[config.mk]
export PLATFORM = sky130hd
export DESIGN_NAME = span_pixel_alpha_blend
export DESIGN_NICKNAME = d
export VERILOG_FILES = /design/src/rtl/core/spab_pkg.sv /design/src/rtl/core/span_pixel_alpha_blend.sv /design/src/rtl/core/spab_regs.sv /design/src/rtl/core/spab_setup.sv /design/src/rtl/core/spab_blend.sv
export SDC_FILE = /design/constraint.sdc
export NUM_CORES = 2
export LEC_CHECK = 0
export BUFFER_PORTS_ARGS = -buffer_cell sky130_fd_sc_hd__buf_2
export CAP_MARGIN = 10
export CELL_PAD_IN_SITES_DETAIL_PLACEMENT = 0
export CELL_PAD_IN_SITES_GLOBAL_PLACEMENT = 2
export CORE_MARGIN = 4
export CORE_UTILIZATION = 40
export DETAILED_ROUTE_END_ITERATION = 10
export PLACE_DENSITY = 0.8
export SYNTH_ARGS = -nofsm -noshare
export SYNTH_HDL_FRONTEND = slang
export SYNTH_SLANG_ARGS = --single-unit
[constraint.sdc]
create_clock -name clk -period 14.9 [get_ports clk]
set_input_delay 0.745 -clock clk [delete_from_list [all_inputs] [get_ports clk]]
set_output_delay 0.745 -clock clk [all_outputs]
set_load 0.005 [all_outputs]
[src/rtl/core/spab_pkg.sv]
// Package for the span pixel alpha blend unit: transfer payload types, stage
// structs, operation codes and register map. It depends on nothing else.
`timescale 1ns / 1ps
`default_nettype none

package spab_pkg;

	localparam int unsigned APB_ADDR_W = 5;
	localparam int unsigned APB_DATA_W = 32;

	localparam logic [2:0] REG_PIXEL_FORMAT = 3'd0;
	localparam logic [2:0] REG_FILL_ALPHA   = 3'd1;
	localparam logic [2:0] REG_FILL_RED     = 3'd2;
	localparam logic [2:0] REG_FILL_GREEN   = 3'd3;
	localparam logic [2:0] REG_FILL_BLUE    = 3'd4;

	localparam logic [1:0] FMT_BGRA = 2'd0;
	localparam logic [1:0] FMT_BGRX = 2'd1;
	localparam logic [1:0] FMT_RGBX = 2'd2;
	localparam logic [1:0] FMT_RGBA = 2'd3;

	localparam logic [1:0] REQ_FILL        = 2'd0;
	localparam logic [1:0] REQ_FILL_SCALED = 2'd1;
	localparam logic [1:0] REQ_STENCIL     = 2'd2;
	localparam logic [1:0] REQ_ERASE       = 2'd3;

	localparam logic [7:0] BYTE_FULL = 8'hFF;

	typedef enum logic [2:0] {
		OP_KEEP,
		OP_ZERO,
		OP_STORE,
		OP_LERP,
		OP_PREMUL
	} spab_op_t;

	typedef struct packed {
		logic [1:0] req_type;
		logic [7:0] coverage;
		logic [7:0] src_alpha;
		logic [7:0] src_red;
		logic [7:0] src_green;
		logic [7:0] src_blue;
		logic [7:0] dst_byte0;
		logic [7:0] dst_byte1;
		logic [7:0] dst_byte2;
		logic [7:0] dst_byte3;
	} spab_in_t;

	typedef struct packed {
		logic [7:0] out_byte0;
		logic [7:0] out_byte1;
		logic [7:0] out_byte2;
		logic [7:0] out_byte3;
		logic       write_enable;
	} spab_out_t;

	typedef struct packed {
		logic [1:0] pixel_format;
		logic [7:0] fill_alpha;
		logic [7:0] fill_red;
		logic [7:0] fill_green;
		logic [7:0] fill_blue;
	} spab_cfg_t;

	// Decoded pixel after alpha setup.
	typedef struct packed {
		spab_op_t        op;
		logic [7:0]      alpha;
		logic [2:0][7:0] col;
		logic [3:0][7:0] dst;
		logic [7:0]      b3;
		logic            b3_fixed;
	} spab_s2_t;

	// Pixel with all channel products formed.
	typedef struct packed {
		spab_op_t        op;
		logic [2:0][7:0] col;
		logic [3:0][7:0] dst;
		logic [7:0]      b3;
		logic            b3_fixed;
		logic [2:0][7:0] lerp_q;
		logic [2:0][7:0] pm_src;
		logic [2:0][7:0] pm_dst;
		logic [7:0]      aa;
		logic [7:0]      ad3;
	} spab_s3_t;

endpackage

`default_nettype wire

[src/rtl/core/span_pixel_alpha_blend.sv]
// Top level of the span pixel alpha blend unit: register file and the four
// stage blend pipeline. Depends on spab_pkg, spab_regs, spab_setup, spab_blend.
//
// Composites one pixel per transfer: the operation, coverage, stencil color
// and the four destination bytes go in, the four new bytes and a write-enable
// come out. The pipeline accepts one pixel every cycle when not stalled and
// passes each through four registered stages (input register, alpha setup
// with its 9x8 multiply, channel multiplies, final combine into the output
// register). Each stage holds its own valid bit, so a stall on the output
// side only backs up as far as the first empty stage. Write the configuration
// registers only while no pixel is in flight.
`timescale 1ns / 1ps
`default_nettype none

module span_pixel_alpha_blend (
	input  wire logic                            clk,
	input  wire logic                            arst_n,
	input  wire logic                            psel,
	input  wire logic                            penable,
	input  wire logic                            pwrite,
	input  wire logic [spab_pkg::APB_ADDR_W-1:0] paddr,
	input  wire logic [spab_pkg::APB_DATA_W-1:0] pwdata,
	output logic      [spab_pkg::APB_DATA_W-1:0] prdata,
	output logic                                 pready,
	input  wire logic                            in_valid,
	output logic                                 in_stall,
	input  wire spab_pkg::spab_in_t              in_data,
	output logic                                 out_valid,
	input  wire logic                            out_stall,
	output spab_pkg::spab_out_t                  out_data
);
	import spab_pkg::*;

	spab_cfg_t cfg;
	logic      s2_valid;
	logic      s2_stall;
	spab_s2_t  s2_data;

	spab_regs u_regs (
		.clk     (clk),
		.arst_n  (arst_n),
		.psel    (psel),
		.penable (penable),
		.pwrite  (pwrite),
		.paddr   (paddr),
		.pwdata  (pwdata),
		.prdata  (prdata),
		.pready  (pready),
		.cfg     (cfg)
	);

	spab_setup u_setup (
		.clk      (clk),
		.arst_n   (arst_n),
		.cfg      (cfg),
		.in_valid (in_valid),
		.in_stall (in_stall),
		.in_data  (in_data),
		.s2_valid (s2_valid),
		.s2_stall (s2_stall),
		.s2_data  (s2_data)
	);

	spab_blend u_blend (
		.clk       (clk),
		.arst_n    (arst_n),
		.s2_valid  (s2_valid),
		.s2_stall  (s2_stall),
		.s2_data   (s2_data),
		.out_valid (out_valid),
		.out_stall (out_stall),
		.out_data  (out_data)
	);

endmodule

`default_nettype wire

[src/rtl/core/spab_regs.sv]
// Configuration register file of the span pixel alpha blend unit on an
// APB-style port. Depends on spab_pkg.
`timescale 1ns / 1ps
`default_nettype none

module spab_regs (
	input  wire logic                           clk,
	input  wire logic                           arst_n,
	input  wire logic                           psel,
	input  wire logic                           penable,
	input  wire logic                           pwrite,
	input  wire logic [spab_pkg::APB_ADDR_W-1:0] paddr,
	input  wire logic [spab_pkg::APB_DATA_W-1:0] pwdata,
	output logic      [spab_pkg::APB_DATA_W-1:0] prdata,
	output logic                                pready,
	output spab_pkg::spab_cfg_t                 cfg
);
	import spab_pkg::*;

	spab_cfg_t   cfg_q;
	logic [2:0]  reg_idx;
	logic        wr_en;

	assign reg_idx = paddr[APB_ADDR_W-1:2];
	assign pready  = 1'b1;
	assign wr_en   = psel && penable && pwrite && pready;
	assign cfg     = cfg_q;

	always_ff @(posedge clk or negedge arst_n) begin
		if (!arst_n) begin
			cfg_q.pixel_format <= FMT_BGRA;
			cfg_q.fill_alpha   <= BYTE_FULL;
			cfg_q.fill_red     <= 8'd0;
			cfg_q.fill_green   <= 8'd0;
			cfg_q.fill_blue    <= 8'd0;
		end else if (wr_en) begin
			case (reg_idx)
				REG_PIXEL_FORMAT: cfg_q.pixel_format <= pwdata[1:0];
				REG_FILL_ALPHA:   cfg_q.fill_alpha   <= pwdata[7:0];
				REG_FILL_RED:     cfg_q.fill_red     <= pwdata[7:0];
				REG_FILL_GREEN:   cfg_q.fill_green   <= pwdata[7:0];
				REG_FILL_BLUE:    cfg_q.fill_blue    <= pwdata[7:0];
				default: ;
			endcase
		end
	end

	always_comb begin
		prdata = '0;
		case (reg_idx)
			REG_PIXEL_FORMAT: prdata = {{(APB_DATA_W-2){1'b0}}, cfg_q.pixel_format};
			REG_FILL_ALPHA:   prdata = {{(APB_DATA_W-8){1'b0}}, cfg_q.fill_alpha};
			REG_FILL_RED:     prdata = {{(APB_DATA_W-8){1'b0}}, cfg_q.fill_red};
			REG_FILL_GREEN:   prdata = {{(APB_DATA_W-8){1'b0}}, cfg_q.fill_green};
			REG_FILL_BLUE:    prdata = {{(APB_DATA_W-8){1'b0}}, cfg_q.fill_blue};
			default:          prdata = '0;
		endcase
	end

endmodule

`default_nettype wire

[src/rtl/core/spab_setup.sv]
// Front half of the blend pipeline: input register (s1) and the stage that
// forms the blend alpha and decodes the operation (s2). Depends on spab_pkg.
`timescale 1ns / 1ps
`default_nettype none

module spab_setup (
	input  wire logic                clk,
	input  wire logic                arst_n,
	input  wire spab_pkg::spab_cfg_t cfg,
	input  wire logic                in_valid,
	output logic                     in_stall,
	input  wire spab_pkg::spab_in_t  in_data,
	output logic                     s2_valid,
	input  wire logic                s2_stall,
	output spab_pkg::spab_s2_t       s2_data
);
	import spab_pkg::*;

	logic       valid_s1;
	spab_in_t   pix_s1;
	logic       valid_s2;
	spab_s2_t   pix_s2;
	logic       rdy_s1;
	logic       rdy_s2;

	logic            has_alpha;
	logic [7:0]      mul_a;
	logic [8:0]      mul_ap1;
	logic [16:0]     mul_prod;
	logic [7:0]      scaled_a;
	logic [3:0][7:0] dst;
	spab_s2_t        nxt;

	function automatic logic [2:0][7:0] layout_order(logic [1:0] fmt, logic [7:0] r,
		logic [7:0] g, logic [7:0] b);
		logic [2:0][7:0] c;
		if (fmt == FMT_BGRA || fmt == FMT_BGRX) begin
			c[0] = b; c[1] = g; c[2] = r;
		end else begin
			c[0] = r; c[1] = g; c[2] = b;
		end
		return c;
	endfunction

	assign rdy_s2   = !valid_s2 || !s2_stall;
	assign rdy_s1   = !valid_s1 || rdy_s2;
	assign in_stall = !rdy_s1;
	assign s2_valid = valid_s2;
	assign s2_data  = pix_s2;

	assign has_alpha = (cfg.pixel_format == FMT_BGRA) || (cfg.pixel_format == FMT_RGBA);
	assign dst = {pix_s1.dst_byte3, pix_s1.dst_byte2, pix_s1.dst_byte1, pix_s1.dst_byte0};

	// One shared multiplier scales either the fill alpha or the stencil alpha.
	assign mul_a    = (pix_s1.req_type == REQ_STENCIL) ? pix_s1.src_alpha : cfg.fill_alpha;
	assign mul_ap1  = {1'b0, mul_a} + 9'd1;
	assign mul_prod = mul_ap1 * {9'd0, pix_s1.coverage};
	assign scaled_a = mul_prod[15:8];

	always_comb begin
		nxt.op       = OP_KEEP;
		nxt.alpha    = scaled_a;
		nxt.dst      = dst;
		nxt.b3       = BYTE_FULL;
		nxt.b3_fixed = 1'b1;
		nxt.col      = layout_order(cfg.pixel_format, cfg.fill_red, cfg.fill_green,
			cfg.fill_blue);
		case (pix_s1.req_type)
			REQ_FILL, REQ_FILL_SCALED: begin
				if (pix_s1.req_type == REQ_FILL && pix_s1.coverage == BYTE_FULL) begin
					nxt.op = OP_STORE;
					nxt.b3 = has_alpha ? cfg.fill_alpha : BYTE_FULL;
				end else begin
					if (pix_s1.req_type == REQ_FILL) begin
						nxt.alpha = pix_s1.coverage;
					end
					if (has_alpha) begin
						nxt.op = OP_LERP;
					end else begin
						nxt.op = OP_PREMUL;
						nxt.b3 = (cfg.pixel_format == FMT_BGRX) ? BYTE_FULL : dst[3];
					end
				end
			end
			REQ_STENCIL: begin
				nxt.col = layout_order(cfg.pixel_format, pix_s1.src_red, pix_s1.src_green,
					pix_s1.src_blue);
				if (pix_s1.src_alpha == 8'd0) begin
					nxt.op = OP_KEEP;
				end else if (pix_s1.coverage != BYTE_FULL || pix_s1.src_alpha != BYTE_FULL) begin
					nxt.op = OP_LERP;
				end else begin
					nxt.op = OP_STORE;
				end
			end
			REQ_ERASE: begin
				nxt.op = (pix_s1.coverage == BYTE_FULL) ? OP_ZERO : OP_KEEP;
			end
			default: nxt.op = OP_KEEP;
		endcase

		// Alpha layouts: an empty destination takes the color as is, and an
		// opaque RGBA destination keeps full alpha; otherwise alpha is blended.
		if (nxt.op == OP_LERP && has_alpha) begin
			if (dst[3] == 8'd0) begin
				nxt.op = OP_STORE;
				nxt.b3 = nxt.alpha;
			end else begin
				nxt.b3_fixed = (cfg.pixel_format == FMT_RGBA) && (dst[3] == BYTE_FULL);
			end
		end
	end

	always_ff @(posedge clk or negedge arst_n) begin
		if (!arst_n) begin
			valid_s1 <= 1'b0;
			valid_s2 <= 1'b0;
		end else begin
			if (rdy_s1) begin
				valid_s1 <= in_valid;
			end
			if (rdy_s2) begin
				valid_s2 <= valid_s1;
			end
		end
	end

	always_ff @(posedge clk) begin
		if (rdy_s1 && in_valid) begin
			pix_s1 <= in_data;
		end
		if (rdy_s2 && valid_s1) begin
			pix_s2 <= nxt;
		end
	end

endmodule

`default_nettype wire

[src/rtl/core/spab_blend.sv]
// Back half of the blend pipeline: channel products (s3) and the final
// combine into the output register (s4). Depends on spab_pkg.
`timescale 1ns / 1ps
`default_nettype none

module spab_blend (
	input  wire logic               clk,
	input  wire logic               arst_n,
	input  wire logic               s2_valid,
	output logic                    s2_stall,
	input  wire spab_pkg::spab_s2_t s2_data,
	output logic                    out_valid,
	input  wire logic               out_stall,
	output spab_pkg::spab_out_t     out_data
);
	import spab_pkg::*;

	logic       valid_s3;
	spab_s3_t   pix_s3;
	logic       valid_s4;
	spab_out_t  res_s4;
	logic       rdy_s3;
	logic       rdy_s4;

	logic [8:0]       ap1;
	logic [8:0]       inva;
	logic [16:0]      aa_prod;
	logic [16:0]      ad3_prod;
	logic [2:0][16:0] pms_prod;
	logic [2:0][16:0] pmd_prod;
	logic [2:0][18:0] lerp_prod;
	spab_s3_t         nxt3;
	logic [2:0][7:0]  chan;
	logic [7:0]       byte3;
	logic             wen;

	assign rdy_s4    = !valid_s4 || !out_stall;
	assign rdy_s3    = !valid_s3 || rdy_s4;
	assign s2_stall  = !rdy_s3;
	assign out_valid = valid_s4;
	assign out_data  = res_s4;

	assign ap1  = {1'b0, s2_data.alpha} + 9'd1;
	assign inva = 9'd256 - {1'b0, s2_data.alpha};

	assign aa_prod  = ap1 * {9'd0, s2_data.alpha};
	assign ad3_prod = inva * {9'd0, s2_data.dst[3]};

	// The lerp product is signed; taking bits above the fraction is a floor.
	for (genvar i = 0; i < 3; i++) begin : g_chan
		logic signed [9:0] diff;
		assign diff        = $signed({2'b00, s2_data.col[i]}) - $signed({2'b00, s2_data.dst[i]});
		assign lerp_prod[i] = {10'd0, ap1} * {{9{diff[9]}}, diff};
		assign pms_prod[i]  = ap1 * {9'd0, s2_data.col[i]};
		assign pmd_prod[i]  = inva * {9'd0, s2_data.dst[i]};
	end

	always_comb begin
		nxt3.op       = s2_data.op;
		nxt3.col      = s2_data.col;
		nxt3.dst      = s2_data.dst;
		nxt3.b3       = s2_data.b3;
		nxt3.b3_fixed = s2_data.b3_fixed;
		nxt3.aa       = aa_prod[15:8];
		nxt3.ad3      = ad3_prod[15:8];
		for (int i = 0; i < 3; i++) begin
			nxt3.lerp_q[i] = lerp_prod[i][15:8];
			nxt3.pm_src[i] = pms_prod[i][15:8];
			nxt3.pm_dst[i] = pmd_prod[i][15:8];
		end
	end

	always_comb begin
		chan  = pix_s3.dst[2:0];
		byte3 = pix_s3.b3_fixed ? pix_s3.b3 : (pix_s3.aa + pix_s3.ad3);
		wen   = 1'b1;
		case (pix_s3.op)
			OP_KEEP: begin
				chan  = pix_s3.dst[2:0];
				byte3 = pix_s3.dst[3];
				wen   = 1'b0;
			end
			OP_ZERO: begin
				chan  = '0;
				byte3 = 8'd0;
			end
			OP_STORE: chan = pix_s3.col;
			OP_LERP: begin
				for (int i = 0; i < 3; i++) begin
					chan[i] = pix_s3.lerp_q[i] + pix_s3.dst[i];
				end
			end
			OP_PREMUL: begin
				for (int i = 0; i < 3; i++) begin
					chan[i] = pix_s3.pm_src[i] + pix_s3.pm_dst[i];
				end
			end
			default: begin
				chan  = pix_s3.dst[2:0];
				byte3 = pix_s3.dst[3];
				wen   = 1'b0;
			end
		endcase
	end

	always_ff @(posedge clk or negedge arst_n) begin
		if (!arst_n) begin
			valid_s3 <= 1'b0;
			valid_s4 <= 1'b0;
		end else begin
			if (rdy_s3) begin
				valid_s3 <= s2_valid;
			end
			if (rdy_s4) begin
				valid_s4 <= valid_s3;
			end
		end
	end

	always_ff @(posedge clk) begin
		if (rdy_s3 && s2_valid) begin
			pix_s3 <= nxt3;
		end
		if (rdy_s4 && valid_s3) begin
			res_s4.out_byte0    <= chan[0];
			res_s4.out_byte1    <= chan[1];
			res_s4.out_byte2    <= chan[2];
			res_s4.out_byte3    <= byte3;
			res_s4.write_enable <= wen;
		end
	end

endmodule

`default_nettype wire
=== Word level (Yosys, flattened, before mapping) ===
Index checks and enable logic that the tools add are counted.

* Output and inout bits: 68
* Input port bits: 118
* Register bits after elaboration: 377

* Add/sub/neg operators: 13
* Reduce and logical (&&, ||, !) cells: 36
* Mux-type cells: 28
* Multiply operators: 12
* Equal/unequal tests: 18
* Bitwise gates (word level): 1

{| class="wikitable"
|+ Operators with widths
! kind !! count
|-
| multiplier 9 x 8 -> 16 bit || 9
|-
| one-hot mux 24 bit (4 select lines) || 1
|-
| 2-to-1 mux 8 bit || 11
|-
| 2-to-1 mux 24 bit || 3
|-
| adder 8 bit || 7
|-
| multiplier 10 x 9 -> 16 bit || 3
|-
| one-hot mux 8 bit (5 select lines) || 1
|-
| subtractor 8 x 8 -> 9 bit || 3
|-
| adder 8 x 1 -> 9 bit, second input constant || 2
|-
| equality test 8 bit, second input constant || 2
|-
| logical NOT 8 bit || 2
|-
| != test 8 bit, second input constant || 2
|-
| one-hot mux 8 bit (2 select lines) || 1
|-
| equality test 3 x 2 -> 1 bit, second input constant || 5
|-
| 2-to-1 mux 3 bit || 5
|-
| AND reduction 2 bit || 5
|-
| logical AND 1 bit || 9
|-
| 2-to-1 mux 9 bit || 1
|-
| one-hot mux 3 bit (3 select lines) || 1
|-
| subtractor 9 x 8 -> 9 bit, first input constant || 1
|-
| logical OR 1 bit || 7
|-
| equality test 2 bit, second input constant || 3
|-
| equality test 3 x 1 -> 1 bit, second input constant || 2
|-
| equality test 3 bit, second input constant || 2
|-
| other kinds (9) || 20
|}

=== Depth between registers and ports, before layout ===
* Depth in word-level cells: 9
* Depth in mapped cells: 27
* Depth with buffers taken out: 27

=== Modules after synthesis ===
Synthesis repeated with hierarchy kept, for this count alone.

* Cells, all modules: 4110
* Area total of the unflattened synthesis: 42677.2 µm²

{| class="wikitable"
|+ Modules (own cells, without submodules)
! module !! cells each !! area each (µm²) !! instances
|-
| spab_blend || 3411 || 32926.6 || 1
|-
| spab_setup || 558 || 7937.6 || 1
|-
| spab_regs || 141 || 1813.0 || 1
|}

=== Worst setup path before layout ===
Ideal clock, no wire load.

* Path type: input -> register
* Start point: in out_stall
* End point: reg u_blend.pix_s3[0] (netlist name) (enable)
* Arrival: 7.817 ns
* Cell stages on the path: 2
* Setup slack: 6.391 ns
* Path through: and3_1 nor2b_1

* Word-level cells in the longest chain between the ends: 4

{| class="wikitable"
|+ RTL lines
! element !! line !! RTL
|-
| from (decl) || span_pixel_alpha_blend.sv:29 || <nowiki>input wire logic out_stall,</nowiki>
|-
| logical NOT 1 bit || spab_blend.sv:37 || <nowiki>assign rdy_s4 = !valid_s4 || !out_stall;</nowiki>
|-
| logical OR 1 bit || spab_blend.sv:37 ||
|-
| logical OR 1 bit || spab_blend.sv:38 || <nowiki>assign rdy_s3 = !valid_s3 || rdy_s4;</nowiki>
|-
| logical AND 1 bit || spab_blend.sv:121 || <nowiki>if (rdy_s3 && s2_valid) begin</nowiki>
|-
| to (signal assigned) || spab_blend.sv:122 || <nowiki>pix_s3 <= nxt3;</nowiki>
|-
| to (decl) || spab_blend.sv:19 || <nowiki>spab_s3_t pix_s3;</nowiki>
|}

Every way passes these cells.
A chain may end at the register's enable or synchronous reset.

==> run_results.csv <==
group,metric,value,unit
run_status,status,"finished, final reports clean",
cts,htreeDepth,2,
synthesis,seq_area_frac_synth,26.2,%
timing,finalCriticalPeriod,7670,ps
global_routing,grt_first_pass_wirelength,176000,um
floorplan,die_area,112000,um2
synthesis,synth_edf_count,339,
synthesis,async_flop_share,10.1,%
cts,cts_buffer_depth,3,
cts,cts.sinks,377,
global_routing,grt-ovfl-total,0,
route,via_per_inst,5.04,
floorplan,fp.dieH,334,um
floorplan,ioPinCount,186,
setup_path,reg2reg_from,"u_setup.s2_data[65]",
final_layout,regArea,11100,um2
route,drtPass1Iterations,5,
global_routing,grt_max_degree,63,
route,via_count,28700,
final_layout,drive_above_1_share,9.87,%
synthesis,ys_ff_latch,377,
cts,numCtsBuffers,45,
setup_path,critPathArrivalTime,8010,ps
cts,cts_hold_buffers,0,
final_layout,multi_input_area,28300,um2
global_routing,top_usage_layer,"met2",
synthesis,syn_area,42600,um2
placement,port_buffers,134,
route,wl,111000,um
route,wire_per_inst,19.5,um
global_routing,antenna_found_initial,5,
timing,timing.setup.tns,0,ps
job,cap_violations,0,
setup_path,startpoint_type,"register",
timing,setup_viol,0,
timing,fin_ws,7230,ps
final_layout,flow.area_growth_from_synthesis,8.99,%
global_routing,met2_usage,34.2,%
min_path,hold_path.class,"primary input to asynchronous set/reset pin",
floorplan,rows,119,
timing,fin_crit_sh,51.5,%
synthesis,netlist_instances,4167,
cts,clk_latency,600,ps
global_routing,grt_pass1_vias,29700,
final_layout,nets,5388,
cts,tritoncts,"yes",
placement,globalplace.congestion,0.844,
timing,max_freq,0.130,GHz
timing,slew_violations,0,
cts,ctsResizeCount,0,
cts,cts_setup_buffers,0,
placement,preCtsSetupSlack,7030,ps
global_routing,globalRouteMet3Util,2.35,%
cts,clkTransAtPathRegs,60,ps
synthesis,ys.flop_type,"edfxtp_1",
route,drcViolationCount,0,
floorplan,initial_core_util,40.4,%
setup_path,crit_required,15240,ps
route,drt_iter0_drc,1568,
setup_path,crit_fanout,33,
timing,clock_skew,23.4,ps
global_routing,grt_use_met1,28.4,%
floorplan,coreArea,105000,um2
timing,tightest_slew,1150,ps
synthesis,synth_cell_type_count,72,
global_routing,track_usage,20.3,%
setup_path,critPathKind,"register to register",
cts,ctsRootBufferMaster,"clkbuf_16",
timing,rsz0062_at_grt,"false",
final_layout,nFillCells,10300,
setup_path,cp-end-kind,"register",
setup_path,cp-startpoint,"u_setup.s2_data[65]",
timing,final_hold_viol_count,0,
synthesis,synth-warning-count,0,
route,detail-route-antenna-nets,0,
placement,dp_hpwl,85000,um
synthesis,synth.avg_cell_area,10.2,um2
timing,relSlewSlack,22.1,%
floorplan,die_w,334,um
## state kept, by name (all words and copies together) (netlist names)
| signal | cells |
|---|---|
| u_blend.pix_s3 | 156 |
| u_setup.s2_data | 76 |
| u_setup.pix_s1 | 42 |
| u_regs.cfg | 34 |
| u_blend.out_data | 33 |
| u_setup.dst | 32 |
| u_blend.out_valid | 1 |
| u_blend.valid_s3 | 1 |
| u_setup.s2_valid | 1 |
| u_setup.valid_s1 | 1 |
## logic make-up (layout without fill, tap and decap cells)
logic type,after synthesis,in the layout,share of synthesized area (%)
simple gates,1248,1248,14.8
other cells,2,26,0.0176
fa+ha+maj,999,999,38.5
flops,377,377,26.2
mux,80,80,2.06
compound gates,420,420,6.60
xor+xnor,204,204,4.20
buf+inv,837,955,7.63
## routing by layer
metal	wire, um	share of wire (%)
met1	52000	47
met5	40	0.036
met4	2080	1.9
met3	4630	4.2
met2	52400	47
## critical path, stage by stage (launching register included)
cell and delay (ps):
edfxtp_1 340, buf_4 460, ha_1 300, nand3_1 100
nor2_1 250, nand3_1 420, inv_1 620, buf_4 440
nand2b_1 140, fa_1 550, inv_1 50, fa_1 490
fa_1 510, fa_1 500, inv_1 50, fa_1 490
inv_1 40, ha_1 280, o21a_1 150, o41ai_2 380
o21ai_0 310, a21o_1 270, a21oi_1 180, xnor2_1 80
## area by class of cell
class	count	share of cell area, %
Antenna cell	1	0.00540
Clock buffer	57	2.59
Clock inverter	27	0.561
Inverter	671	5.43
Multi-Input combinational cell	2976	61.1
Sequential cell	377	24.0
Tap cell	1391	3.75
Timing Repair Buffer	200	2.51
## final timing paths
kind / depth (start not counted) / endpoint / slack (ps)
min in group clk: 1 / u_setup.pix_s1[33] / 310
worst min register to register: 0 / u_setup.s2_data[9] / 410
worst max-delay path: 23 / u_blend.pix_s3[71] / 7230
worst min-delay path: 1 / u_regs.cfg[12] / 250
worst max register to register: 23 / u_blend.pix_s3[71] / 7230
max in group asynchronous: 1 / u_regs.cfg[2] / 14100
## Yosys cell counts (16+ instances only)
cell / number / share of area (%)
mux2_2: 40 / 1.1
nand2b_1: 168 / 2.5
nand3_1: 31 / 0.36
dfrtp_1: 30 / 1.8
or2_2: 65 / 0.96
fa_1: 517 / 24
a21o_1: 27 / 0.48
clkbuf_1: 124 / 1.1
mux2i_1: 38 / 0.89
nor2b_1: 123 / 1.8
buf_4: 26 / 0.46
a211oi_1: 16 / 0.28
nor2_1: 294 / 2.6
ha_1: 482 / 14
o21a_1: 32 / 0.56
o22a_1: 18 / 0.37
edfxtp_1: 339 / 24
inv_1: 670 / 5.9
and2_1: 175 / 2.6
a21oi_1: 121 / 1.4
xnor2_1: 159 / 3.3
xor2_1: 45 / 0.93
nand2_1: 288 / 2.5
nor3_1: 46 / 0.54
o21bai_1: 18 / 0.32
o21ai_0: 90 / 1.1
## metrics by stage
| step | instance area, um2 | hold slack [ps] | utilization (%) | cells |
|---|---|---|---|---|
| 2_1_floorplan | 42600 | 400 | - | 4190 |
| 3_3_place_gp | 44900 | 402 | 42.6 | 5615 |
| 3_5_place_dp | 44900 | 405 | 42.6 | 5615 |
| 4_1_cts | 46400 | 239 | 44.0 | 5699 |
| 5_1_grt | 46400 | 271 | 44.0 | 5699 |
| 6_report | 46400 | 245 | 44.0 | 5700 |
## cell usage in the layout, fill, tap and decap left out, types with 122 or more instances in the layout
master,count
nand2_1,288
buf_2,134
xnor2_1,154
ha_1,479
nor2b_1,122
nor2_1,293
edfxtp_1,339
and2_1,173
fa_1,517
nand2b_1,168
inv_1,670
Power is not shown: default switching activity piles up to over one toggle a cycle in this logic, so the estimate is an artifact.
